### config.mk
export PLATFORM = sky130hd
export DESIGN_NAME = artnet_dmx_packet_filter
export DESIGN_NICKNAME = d
export VERILOG_FILES = /design/src/rtl/core/adpf_pkg.sv /design/src/rtl/core/adpf_parser.sv /design/src/rtl/core/artnet_dmx_packet_filter.sv
export SDC_FILE = /design/constraint.sdc
export NUM_CORES = 1
export LEC_CHECK = 0
export ABC_AREA = 1
export BUFFER_PORTS_ARGS = -buffer_cell sky130_fd_sc_hd__buf_2
export CORE_ASPECT_RATIO = 1.1
export CORE_MARGIN = 2
export CORE_UTILIZATION = 50
export CTS_CLUSTER_DIAMETER = 30
export DETAILED_ROUTE_END_ITERATION = 16
export GPL_TIMING_DRIVEN = 0
export PLACE_DENSITY = 0.81
export REMOVE_ABC_BUFFERS = 1
export SLEW_MARGIN = 5
export SYNTH_ARGS = -nofsm -noshare
export SYNTH_HDL_FRONTEND = slang
export SYNTH_SLANG_ARGS = --single-unit
export TNS_END_PERCENT = 20
### constraint.sdc
create_clock -name clk_i -period 5.2 [get_ports clk_i]
set_input_delay 0.52 -clock clk_i [delete_from_list [all_inputs] [get_ports clk_i]]
set_output_delay 0.52 -clock clk_i [all_outputs]
set_load 0.005 [all_outputs]
### src/rtl/core/adpf_pkg.sv
`timescale 1ns / 1ps

package adpf_pkg;

  localparam int unsigned CountW = 10;
  localparam logic [CountW-1:0] CountMax = 10'd1023;
  localparam logic [CountW-1:0] HdrLen = 10'd18;
  localparam logic [10:0] MinLen = 11'd10;

  localparam logic [15:0] OpPoll = 16'h2000;
  localparam logic [15:0] OpPollReply = 16'h2100;
  localparam logic [15:0] OpDmx = 16'h5000;

  localparam logic [1:0] CfgFilterOn = 2'd0;
  localparam logic [1:0] CfgFilterAddr = 2'd1;
  localparam logic [1:0] CfgOutputEnable = 2'd2;

  typedef enum logic [2:0] {
    KIND_IGNORED    = 3'd0,
    KIND_POLL       = 3'd1,
    KIND_POLL_REPLY = 3'd2,
    KIND_DMX_OK     = 3'd3,
    KIND_OTHER_UNIV = 3'd4,
    KIND_LEN_BAD    = 3'd5,
    KIND_UNKNOWN_OP = 3'd6
  } kind_e;

  typedef struct packed {
    logic        source_filter_on;
    logic [31:0] source_filter_address;
    logic        output_enable;
  } cfg_t;

  typedef struct packed {
    logic [7:0]  payload_byte;
    logic        end_of_packet;
    logic        rx_error;
    logic [31:0] source_address;
  } item_t;

  typedef struct packed {
    logic        data_valid;
    logic [8:0]  channel_index;
    logic [7:0]  channel_value;
    logic        packet_done;
    kind_e       packet_kind;
    logic        dmx_commit;
  } result_t;

  // "Art-Net" followed by a zero byte
  function automatic logic [7:0] art_id(input logic [2:0] pos);
    logic [7:0] v;
    unique case (pos)
      3'd0: v = 8'h41;
      3'd1: v = 8'h72;
      3'd2: v = 8'h74;
      3'd3: v = 8'h2D;
      3'd4: v = 8'h4E;
      3'd5: v = 8'h65;
      3'd6: v = 8'h74;
      default: v = 8'h00;
    endcase
    return v;
  endfunction

endpackage

### src/rtl/core/adpf_parser.sv
`timescale 1ns / 1ps

module adpf_parser #(
  parameter int unsigned MAX_CHANNELS = 512
) (
  input  logic              clk_i,
  input  logic              rst_ni,
  input  logic              en_i,
  input  adpf_pkg::cfg_t    cfg_i,
  input  adpf_pkg::item_t   item_i,
  output adpf_pkg::result_t res_o
);
  import adpf_pkg::*;

  localparam logic [CountW-1:0] ChLimit = CountW'(MAX_CHANNELS);

  logic [CountW-1:0] byte_count_q, byte_count_d;
  logic              id_ok_q, id_ok_d;
  logic [15:0]       opcode_q, opcode_d;
  logic              univ_nz_q, univ_nz_d;
  logic [15:0]       length_q, length_d;
  logic              src_ok_q, src_ok_d;
  logic              over_q, over_d;

  logic [CountW-1:0] idx;
  logic [7:0]        b;
  logic              id_ok_n, univ_nz_n, src_ok_n, over_n, over_hit, in_hdr, dmx_op;
  logic [15:0]       opcode_n, length_n;
  logic [CountW-1:0] ch_full;
  logic [10:0]       size;
  logic [16:0]       len_plus;
  logic              len_match;
  kind_e             kind;

  assign idx = byte_count_q;
  assign b   = item_i.payload_byte;

  always_comb begin
    src_ok_n  = src_ok_q;
    id_ok_n   = id_ok_q;
    opcode_n  = opcode_q;
    univ_nz_n = univ_nz_q;
    length_n  = length_q;
    if (idx == '0) begin
      src_ok_n = !cfg_i.source_filter_on ||
                 (item_i.source_address == cfg_i.source_filter_address);
    end
    if (idx < 10'd8) begin
      if (b != art_id(idx[2:0])) id_ok_n = 1'b0;
    end else if (idx == 10'd8) begin
      opcode_n = {opcode_q[15:8], b};
    end else if (idx == 10'd9) begin
      opcode_n = {b, opcode_q[7:0]};
    end else if (idx == 10'd14 || idx == 10'd15) begin
      if (b != 8'h00) univ_nz_n = 1'b1;
    end else if (idx == 10'd16) begin
      length_n = {b, length_q[7:0]};
    end else if (idx == 10'd17) begin
      length_n = {length_q[15:8], b};
    end
  end

  assign in_hdr   = idx >= HdrLen;
  assign ch_full  = idx - HdrLen;
  assign over_hit = in_hdr && (ch_full >= ChLimit);
  assign over_n   = over_q | over_hit;
  assign dmx_op   = opcode_n == OpDmx;

  assign size      = {1'b0, idx} + 11'd1;
  assign len_plus  = {1'b0, length_n} + 17'(HdrLen);
  assign len_match = {6'b0, size} == len_plus;

  always_comb begin
    if (item_i.rx_error || size < MinLen || !id_ok_n || !src_ok_n) begin
      kind = KIND_IGNORED;
    end else if (opcode_n == OpPoll) begin
      kind = KIND_POLL;
    end else if (opcode_n == OpPollReply) begin
      kind = KIND_POLL_REPLY;
    end else if (dmx_op) begin
      if (univ_nz_n) kind = KIND_OTHER_UNIV;
      else if (over_n || !len_match) kind = KIND_LEN_BAD;
      else kind = KIND_DMX_OK;
    end else begin
      kind = KIND_UNKNOWN_OP;
    end
  end

  always_comb begin
    res_o.data_valid    = in_hdr && !over_hit && id_ok_n && src_ok_n && dmx_op && !univ_nz_n;
    res_o.channel_index = res_o.data_valid ? ch_full[8:0] : 9'd0;
    res_o.channel_value = res_o.data_valid ? b : 8'd0;
    res_o.packet_done   = item_i.end_of_packet;
    res_o.packet_kind   = item_i.end_of_packet ? kind : KIND_IGNORED;
    res_o.dmx_commit    = item_i.end_of_packet && (kind == KIND_DMX_OK) && cfg_i.output_enable;
  end

  always_comb begin
    if (item_i.end_of_packet) begin
      byte_count_d = '0;
      id_ok_d      = 1'b1;
      opcode_d     = '0;
      univ_nz_d    = 1'b0;
      length_d     = '0;
      src_ok_d     = 1'b0;
      over_d       = 1'b0;
    end else begin
      byte_count_d = (idx < CountMax) ? idx + 10'd1 : idx;
      id_ok_d      = id_ok_n;
      opcode_d     = opcode_n;
      univ_nz_d    = univ_nz_n;
      length_d     = length_n;
      src_ok_d     = src_ok_n;
      over_d       = over_n;
    end
  end

  always_ff @(posedge clk_i or negedge rst_ni) begin
    if (!rst_ni) begin
      byte_count_q <= '0;
      id_ok_q      <= 1'b1;
      opcode_q     <= '0;
      univ_nz_q    <= 1'b0;
      length_q     <= '0;
      src_ok_q     <= 1'b0;
      over_q       <= 1'b0;
    end else if (en_i) begin
      byte_count_q <= byte_count_d;
      id_ok_q      <= id_ok_d;
      opcode_q     <= opcode_d;
      univ_nz_q    <= univ_nz_d;
      length_q     <= length_d;
      src_ok_q     <= src_ok_d;
      over_q       <= over_d;
    end
  end

endmodule

### src/rtl/core/artnet_dmx_packet_filter.sv
`timescale 1ns / 1ps

// Art-Net receive filter: takes one UDP payload byte per item and returns one result
// item per byte, carrying the DMX channel level and index for bytes of a candidate
// ArtDmx frame and, on the last byte, the packet kind and the commit flag. One item is
// taken every clock cycle while the output does not stall; each byte is held in the
// input register and then passes through the header parser into the result register.
// The parser keeps a running byte counter and captured header fields, which it updates
// once per byte. Source filtering and output enable must be set over the config port
// only while no packet is in flight; the block itself does not enforce this.
module artnet_dmx_packet_filter #(
  parameter int unsigned MAX_CHANNELS = 512
) (
  input  logic        clk_i,
  input  logic        rst_ni,
  input  logic        s_axis_tvalid_i,
  output logic        s_axis_tready_o,
  input  logic [39:0] s_axis_tdata_i,   // payload_byte, source_address
  input  logic        s_axis_tlast_i,
  input  logic        s_axis_tuser_i,   // rx_error
  output logic        m_axis_tvalid_o,
  input  logic        m_axis_tready_i,
  output logic [23:0] m_axis_tdata_o,   // data_valid, channel_index, channel_value, zero pad
  output logic        m_axis_tlast_o,
  output logic [3:0]  m_axis_tuser_o,   // packet_kind, dmx_commit
  input  logic        cfg_valid_i,
  output logic        cfg_ready_o,
  input  logic [1:0]  cfg_index_i,
  input  logic [31:0] cfg_data_i
);
  import adpf_pkg::*;

  cfg_t    cfg_q;
  item_t   s1_item_q;
  logic    s1_valid_q, s1_valid_d;
  result_t out_q, res;
  logic    out_valid_q, out_valid_d;
  logic    accept, advance;

  assign advance         = s1_valid_q && (!out_valid_q || m_axis_tready_i);
  assign s_axis_tready_o = !s1_valid_q || advance;
  assign accept          = s_axis_tvalid_i && s_axis_tready_o;
  assign s1_valid_d      = accept || (s1_valid_q && !advance);
  assign out_valid_d     = advance || (out_valid_q && !m_axis_tready_i);
  assign cfg_ready_o     = 1'b1;

  adpf_parser #(
    .MAX_CHANNELS(MAX_CHANNELS)
  ) u_parser (
    .clk_i (clk_i),
    .rst_ni(rst_ni),
    .en_i  (advance),
    .cfg_i (cfg_q),
    .item_i(s1_item_q),
    .res_o (res)
  );

  always_ff @(posedge clk_i or negedge rst_ni) begin
    if (!rst_ni) begin
      cfg_q.source_filter_on      <= 1'b0;
      cfg_q.source_filter_address <= '0;
      cfg_q.output_enable         <= 1'b1;
    end else if (cfg_valid_i) begin
      unique case (cfg_index_i)
        CfgFilterOn:     cfg_q.source_filter_on      <= cfg_data_i[0];
        CfgFilterAddr:   cfg_q.source_filter_address <= cfg_data_i;
        CfgOutputEnable: cfg_q.output_enable         <= cfg_data_i[0];
        default: ;
      endcase
    end
  end

  always_ff @(posedge clk_i or negedge rst_ni) begin
    if (!rst_ni) begin
      s1_valid_q  <= 1'b0;
      out_valid_q <= 1'b0;
    end else begin
      s1_valid_q  <= s1_valid_d;
      out_valid_q <= out_valid_d;
    end
  end

  always_ff @(posedge clk_i) begin
    if (accept) begin
      s1_item_q.payload_byte   <= s_axis_tdata_i[7:0];
      s1_item_q.source_address <= s_axis_tdata_i[39:8];
      s1_item_q.end_of_packet  <= s_axis_tlast_i;
      s1_item_q.rx_error       <= s_axis_tuser_i;
    end
    if (advance) out_q <= res;
  end

  assign m_axis_tvalid_o = out_valid_q;
  assign m_axis_tdata_o  = {6'b0, out_q.channel_value, out_q.channel_index, out_q.data_valid};
  assign m_axis_tlast_o  = out_q.packet_done;
  assign m_axis_tuser_o  = {out_q.dmx_commit, out_q.packet_kind};

endmodule
After elaboration in Yosys (flattened, before gate mapping)

Cells that the tools add are included.
W data, S select, Z words.

Output and inout port bits: 32
Register bits: 147

Equal/unequal tests: 21
Add/subtract/negate cells: 4
Bitwise gates (word level): 1
Reduce and logical (&&, ||, !) cells: 42
$lt $le $gt $ge: 5
Muxes and demuxes: 33

Operator list:

| kind                    | count |
|---|---|
| $mux W16                | 10 |
| $pmux W7 S6             | 1 |
| $eq A10 B4 Y1 const B   | 4 |
| $eq A16 B14 Y1 const B  | 2 |
| $eq A32 B32 Y1          | 1 |
| $eq A10 B5 Y1 const B   | 2 |
| $mux W10                | 2 |
| $mux W3                 | 6 |
| $add A16 B5 Y17 const B | 1 |
| $eq A11 B17 Y1          | 1 |
| $eq A16 B15 Y1 const B  | 1 |
| $mux W8                 | 2 |
| $logic_and A1 B1 Y1     | 12 |
| $mux W1                 | 12 |
| $add A10 B1 Y11 const B | 1 |
| $lt A11 B4 Y1 const B   | 1 |
| $add A10 B1 Y10 const B | 1 |
| $ge A10 B10 Y1 const B  | 1 |
| $ge A10 B5 Y1 const B   | 1 |
| $logic_not A1 Y1        | 10 |
| $logic_not A10 Y1       | 1 |
| $logic_or A1 B1 Y1      | 10 |
| $lt A10 B10 Y1 const B  | 1 |
| $lt A10 B4 Y1 const B   | 1 |
| other kinds (14)        | 21 |

Longest topological paths before layout

Word-level depth: 20
Gate-level depth with buffers: 23
Mapped depth without buffers: 22

Modules after synthesis

A second synthesis with hierarchy kept.

Cell total of the unflattened synthesis: 908
Area total of the unflattened synthesis: 7895.1 um^2

By module, submodules not included:

| module                   | area each (um^2) | instances | seq. area each (um^2) | cells an instance |
|---|---|---|---|---|
| adpf_parser              | 4351.7           | 1         | 1152.4                | 666 |
| artnet_dmx_packet_filter | 3543.4           | 1         | 2854.0                | 242 |

Least setup slack after synthesis

OpenSTA, ideal clock, no wires.

Kind: register -> register
From: register u_parser.byte_count_q[0]
To: register out_q, in the netlist m_axis_tuser_o[2] (data pin)
Clock period less this slack: 2.986 ns
Stages on the path, launching flop included: 21
Library setup time: 0.254 ns
Data required time: 4.946 ns
Path buffers: 1
Arrival time: 2.732 ns
Path slack: 2.214 ns
Cells stage by stage: dfrtp_1 -> inv_1 -> ha_1 -> nor2_1 -> nand2_4 -> buf_6 -> nand2_1 -> o21ai_2 -> ha_1 -> xor2_1 -> nand3_1 -> nor2_1 -> nand4_1 -> nor2_1 -> nand3_1 -> nor2_1 -> nand3_1 -> nor2_1 -> nand3_1 -> nand2_1 -> nor2_1

Cells in the longest elaborated chain, start to end: 17
Elaborated cells on any way between the ends: 61
Classes of those cells: add/sub (3); order compare (4); eq/ne (17); mux (24); bitwise (1); reduce/logical (12)

Ends and longest elaborated chain:

| element                | RTL line                       | text |
|---|---|---|
| from (decl)            | adpf_parser.sv:17              | `logic [CountW-1:0] byte_count_q, byte_count_d;` |
| from (signal assigned) | adpf_parser.sv:128             | `byte_count_q <= byte_count_d;` |
| $eq A10 B5 Y1          | adpf_parser.sv:58              | `end else if (idx == 10'd17) begin` |
| $mux W8                | adpf_parser.sv:58              |  |
| $mux W16               | adpf_parser.sv:56              | `end else if (idx == 10'd16) begin` |
| $mux W16               | adpf_parser.sv:54              | `end else if (idx == 10'd14 \|\| idx == 10'd15) begin` |
| $mux W16               | adpf_parser.sv:52              | `end else if (idx == 10'd9) begin` |
| $mux W16               | adpf_parser.sv:50              | `end else if (idx == 10'd8) begin` |
| $mux W16               | adpf_parser.sv:48              | `if (idx < 10'd8) begin` |
| $add A16 B5 Y17        | adpf_parser.sv:70              | `assign len_plus = {1'b0, length_n} + 17'(HdrLen);` |
| $eq A11 B17 Y1         | adpf_parser.sv:71              | `assign len_match = {6'b0, size} == len_plus;` |
| $logic_not A1 Y1       | adpf_parser.sv:82              | `else if (over_n \|\| !len_match) kind = KIND_LEN_BAD;` |
| $logic_or A1 B1 Y1     | adpf_parser.sv:82              |  |
| $mux W3                | adpf_parser.sv:82              |  |
| $mux W3                | adpf_parser.sv:81              | `if (univ_nz_n) kind = KIND_OTHER_UNIV;` |
| $mux W3                | adpf_parser.sv:80              | `end else if (dmx_op) begin` |
| $mux W3                | adpf_parser.sv:78              | `end else if (opcode_n == OpPollReply) begin` |
| $mux W3                | adpf_parser.sv:76              | `end else if (opcode_n == OpPoll) begin` |
| $mux W3 (*)            | adpf_parser.sv:74              | `if (item_i.rx_error \|\| size < MinLen \|\| !id_ok_n \|\| !src_ok_n) begin` |
| to (signal assigned)   | artnet_dmx_packet_filter.sv:90 | `if (advance) out_q <= res;` |
| to (decl)              | artnet_dmx_packet_filter.sv:36 | `result_t out_q, res;` |

Every way passes the cells marked *; elsewhere a longest branch is shown, timed or not. The select of a mux whose other input is x is not followed.
A chain may end at the register's enable or synchronous reset.

Final worst setup path

Ends and elaborated chain as after synthesis.

==> results.yml <==
setup_path:
  crit_arrival_ns: 4.01
  crit_top_cell: "nor2_1"
  crit_chain: "inv_1, ha_1, nor2_1, nand2_4, o21ai_1, ha_1, xor2_1, nand3_1, nor2_1, nand4_1, nor2_1, nand3_1, nor2_1, nand3_1, nor2_1, nand3_1, nand2_1, nor2_1"
  worstSetupStartpointType: "register"
  critPathTopFamily: "simple AND/OR/NAND/NOR gates"
  crit_slowest_cell: "dfrtp_1"
  endpoint_kind: "register"
  crit_required_ns: 5.37
  cp_max_fo: 14
  critical_path.max_stage_delay_ns: 0.54
  crit_buf_inv: 1
  critPathKind: "register to register"
synth:
  synth_top_family_by_area: "simple AND/OR/NAND/NOR gates"
  synth_edf_count: 65
  ys_warn_count: 0
  yosysUniqueCellTypes: 47
  synth-compound-area-share_pct: 8.49
  synth_top_area_share_pct: 26.1
  async_reset_ff_share_pct: 55.8
  yosysSeqAreaShare_pct: 52.3
  synth_area_um2: 7660
  yosys.area_share.xor_xnor_pct: 4.64
  synth_ff_type: "dfrtp_1"
  syn_avg_cell_area_um2: 9.50
  synth-seq-cells: 147
  synth_simple_gate_area_share_pct: 21.5
  synthTopCellsByArea: "dfrtp_1, edfxtp_1, nand2_1"
  synthAdderAreaFrac_pct: 1.63
  synth_mux_area_share_pct: 3.82
  syn_inst: 806
  synth_top_area_cell: "dfrtp_1"
timing:
  hold_violations: 0
  fin_crit_sh_pct: 73.8
  skew_ns: 0.00995
  timing.fmax_mhz: 261
  fin_ws_ns: 1.36
  tns_ns: 0
  setup_viol: 0
  slew_viol_final: 0
  slew_headroom_pct: 11.5
  min_period_ns: 3.84
  tightest_slew_ns: 1.32
  rsz0062_at_grt: "no"
place:
  post-place-ws_ns: 1.42
  portBuffers: 105
  place_area_um2: 8350
  gp_congestion: 0.937
  dp_hpwl_um: 11900
global_route:
  grt_pass1_wl_um: 27400
  grt_max_degree: 48
  grt_pass1_vias: 5857
  antenna_found_initial: 0
  grt-ovfl-total: 0
  grt_use_total_pct: 21.7
drt:
  wire_per_inst_um: 14.9
  drt-vias-per-instance: 5.23
  via_count: 5867
  ant_nets: 0
  wl_um: 16700
  drc: 0
  drt_iter0_markers: 423
  first_pass_iters: 5
cts:
  htreeDepth: 4
  post_cts_buffers: 0
  cts.reportedPaths.clkPinSlew_ns: 0.06
  cts_tree: "yes"
  cts.sinks: 147
  clock_latency_ns: 0.43
  cts_buffers: 17
  cts_resized: 0
  cts_root_buf: "clkbuf_16"
  clockBufferDepth: 2
  hold_buffers: 0
finish:
  final_area_um2: 8950
  utilization_pct: 59.7
  n_fill_cell: 1262
  insertedDiodeCount: 0
  multi_input_area_um2: 3100
  seq_area_um2: 4010
  area_delta_synth_final_pct: 16.9
  fin_nets: 1004
  drive_gt1_share_pct: 25.2
floorplanning:
  io_pins: 113
  die_h_um: 134
  start_util_pct: 51.1
  rows: 47
  coreArea_um2: 15000
  die_area_um2: 16300
  die_w_um: 122
min_path:
  min_path_type: "input port to async pin"
power:
  ir_drop_mv: 0.279
  powerDensity_nw_per_um2: 341
  p_leak_nw: 4.24
  p_total_mw: 3.05
flow_run:
  maxCapViolCount: 0
status:
  status: "finished, final reports clean"
==> flip-flops by register name (all words and copies together), names as in the netlist, 4 cells and up <==
name / flops
u_parser.length_q: 16
m_axis_tdata_o: 18
m_axis_tuser_o: 4
cfg_q: 34
s1_item_q: 42
u_parser.opcode_q: 16
u_parser.byte_count_q: 10
==> logic make-up (layout without fill, tap and decap cells) <==
family                   after synthesis  count (layout)
AO/OA/AOI/OAI                        111             111
XOR/XNOR                              39              39
adder cells (fa/ha/maj)               10              10
buffers and inverters                129             244
flip-flops                           147             147
multiplexers                          26              26
other                                  2               7
AND/OR/NAND/NOR                      342             342
==> per-layer routing <==
layer  track usage (%)  wire, um  part of all wire [%]  up-vias
li1                  -         -                     -     2876
met4              10.5       597                   3.6        0
met5                 0         0                     0        -
met2              36.3      8070                    48      228
met3              7.23      1480                   8.8       45
met1              24.8      6590                    39     2718
==> path summary, 6_finish.rpt <==
check / from / end / slack, ns / cells after the start
hold reg to reg: u_parser.opcode_q[5] / u_parser.opcode_q[5] / 0.49 / 2
setup reg to reg: u_parser.byte_count_q[0] / m_axis_tuser_o[2] / 1.36 / 18
setup / recovery: u_parser.byte_count_q[0] / m_axis_tuser_o[2] / 1.36 / 18
max in group asynchronous: rst_ni / u_parser.id_ok_q / 4.46 / 2
min in group clk_i: s_axis_tdata_i[27] / s1_item_q[19] / 0.26 / 1
hold / removal: rst_ni / cfg_q[27] / 0.07 / 1
==> through the flow <==
stage	cells	hold WS (ns)
after floorplan	786	0.224
final	1122	0.0688
after detailed placement	1090	0.473
after global placement	1087	0.462
after CTS	1122	0.0817
after global routing	1122	0.104
==> report_power, final <==
part | switching, mW | leakage (nW) | internal, mW
clock network | 0.481 | 0.292 | 0.769
logic | 0.245 | 2.26 | 0.177
registers | 0.0627 | 1.69 | 1.32
==> placed cells by master, fill, tap and decap left out, types with 5 or more instances in the layout <==
| cell | synthesis | routed |
|---|---|---|
| xnor2_1 | 19 | 19 |
| nand2_1 | 160 | 160 |
| nor2_1 | 64 | 64 |
| nor2_2 | 9 | 9 |
| edfxtp_1 | 65 | 65 |
| conb_1 | 2 | 7 |
| a22o_1 | 7 | 7 |
| nor2_4 | 12 | 12 |
| dfrtp_1 | 80 | 80 |
| nand3_1 | 48 | 47 |
| o21ai_1 | 8 | 8 |
| buf_2 | 0 | 104 |
| a21oi_1 | 15 | 15 |
| o21ai_0 | 48 | 48 |
| nand4_1 | 10 | 10 |
| xor2_1 | 19 | 19 |
| clkbuf_16 | 0 | 17 |
| inv_1 | 92 | 91 |
| o22ai_1 | 22 | 22 |
| inv_2 | 9 | 10 |
| nand2_2 | 7 | 7 |
| o21ai_2 | 5 | 5 |
| or2_2 | 10 | 10 |
| mux2_2 | 26 | 26 |
| nand3_2 | 5 | 6 |
| ha_1 | 10 | 10 |
==> Yosys cell counts, types with 2 or more instances <==
master and instances:
nor4_1 4, ha_1 10, xnor2_1 19, dfrtp_1 80
nand2_1 160, o21ai_2 5, buf_6 5, buf_4 9
nand2_2 7, nor2_4 12, o21ai_1 8, inv_1 92
nand3_2 5, conb_1 2, nor3_1 4, nand3_1 48
clkbuf_1 10, dfstp_2 2, nor2_1 64, inv_2 9
xor2_1 19, a22o_1 7, o21ai_0 48, a21oi_1 15
edfxtp_1 65, nand4_1 10, or2_2 10, clkinv_1 2
nor2_2 9, nand2_4 3, o22ai_1 22, mux2_2 26
==> area by class of cell <==
type | instances | area share (%)
repair buffers | 108 | 6.74
clock inverters | 12 | 1.73
multi-input cells | 535 | 34.7
clock buffers | 20 | 4.99
well taps | 196 | 2.74
inverters | 104 | 4.39
flip-flops and latches | 147 | 44.8
(Power assumes the default switching activity.)
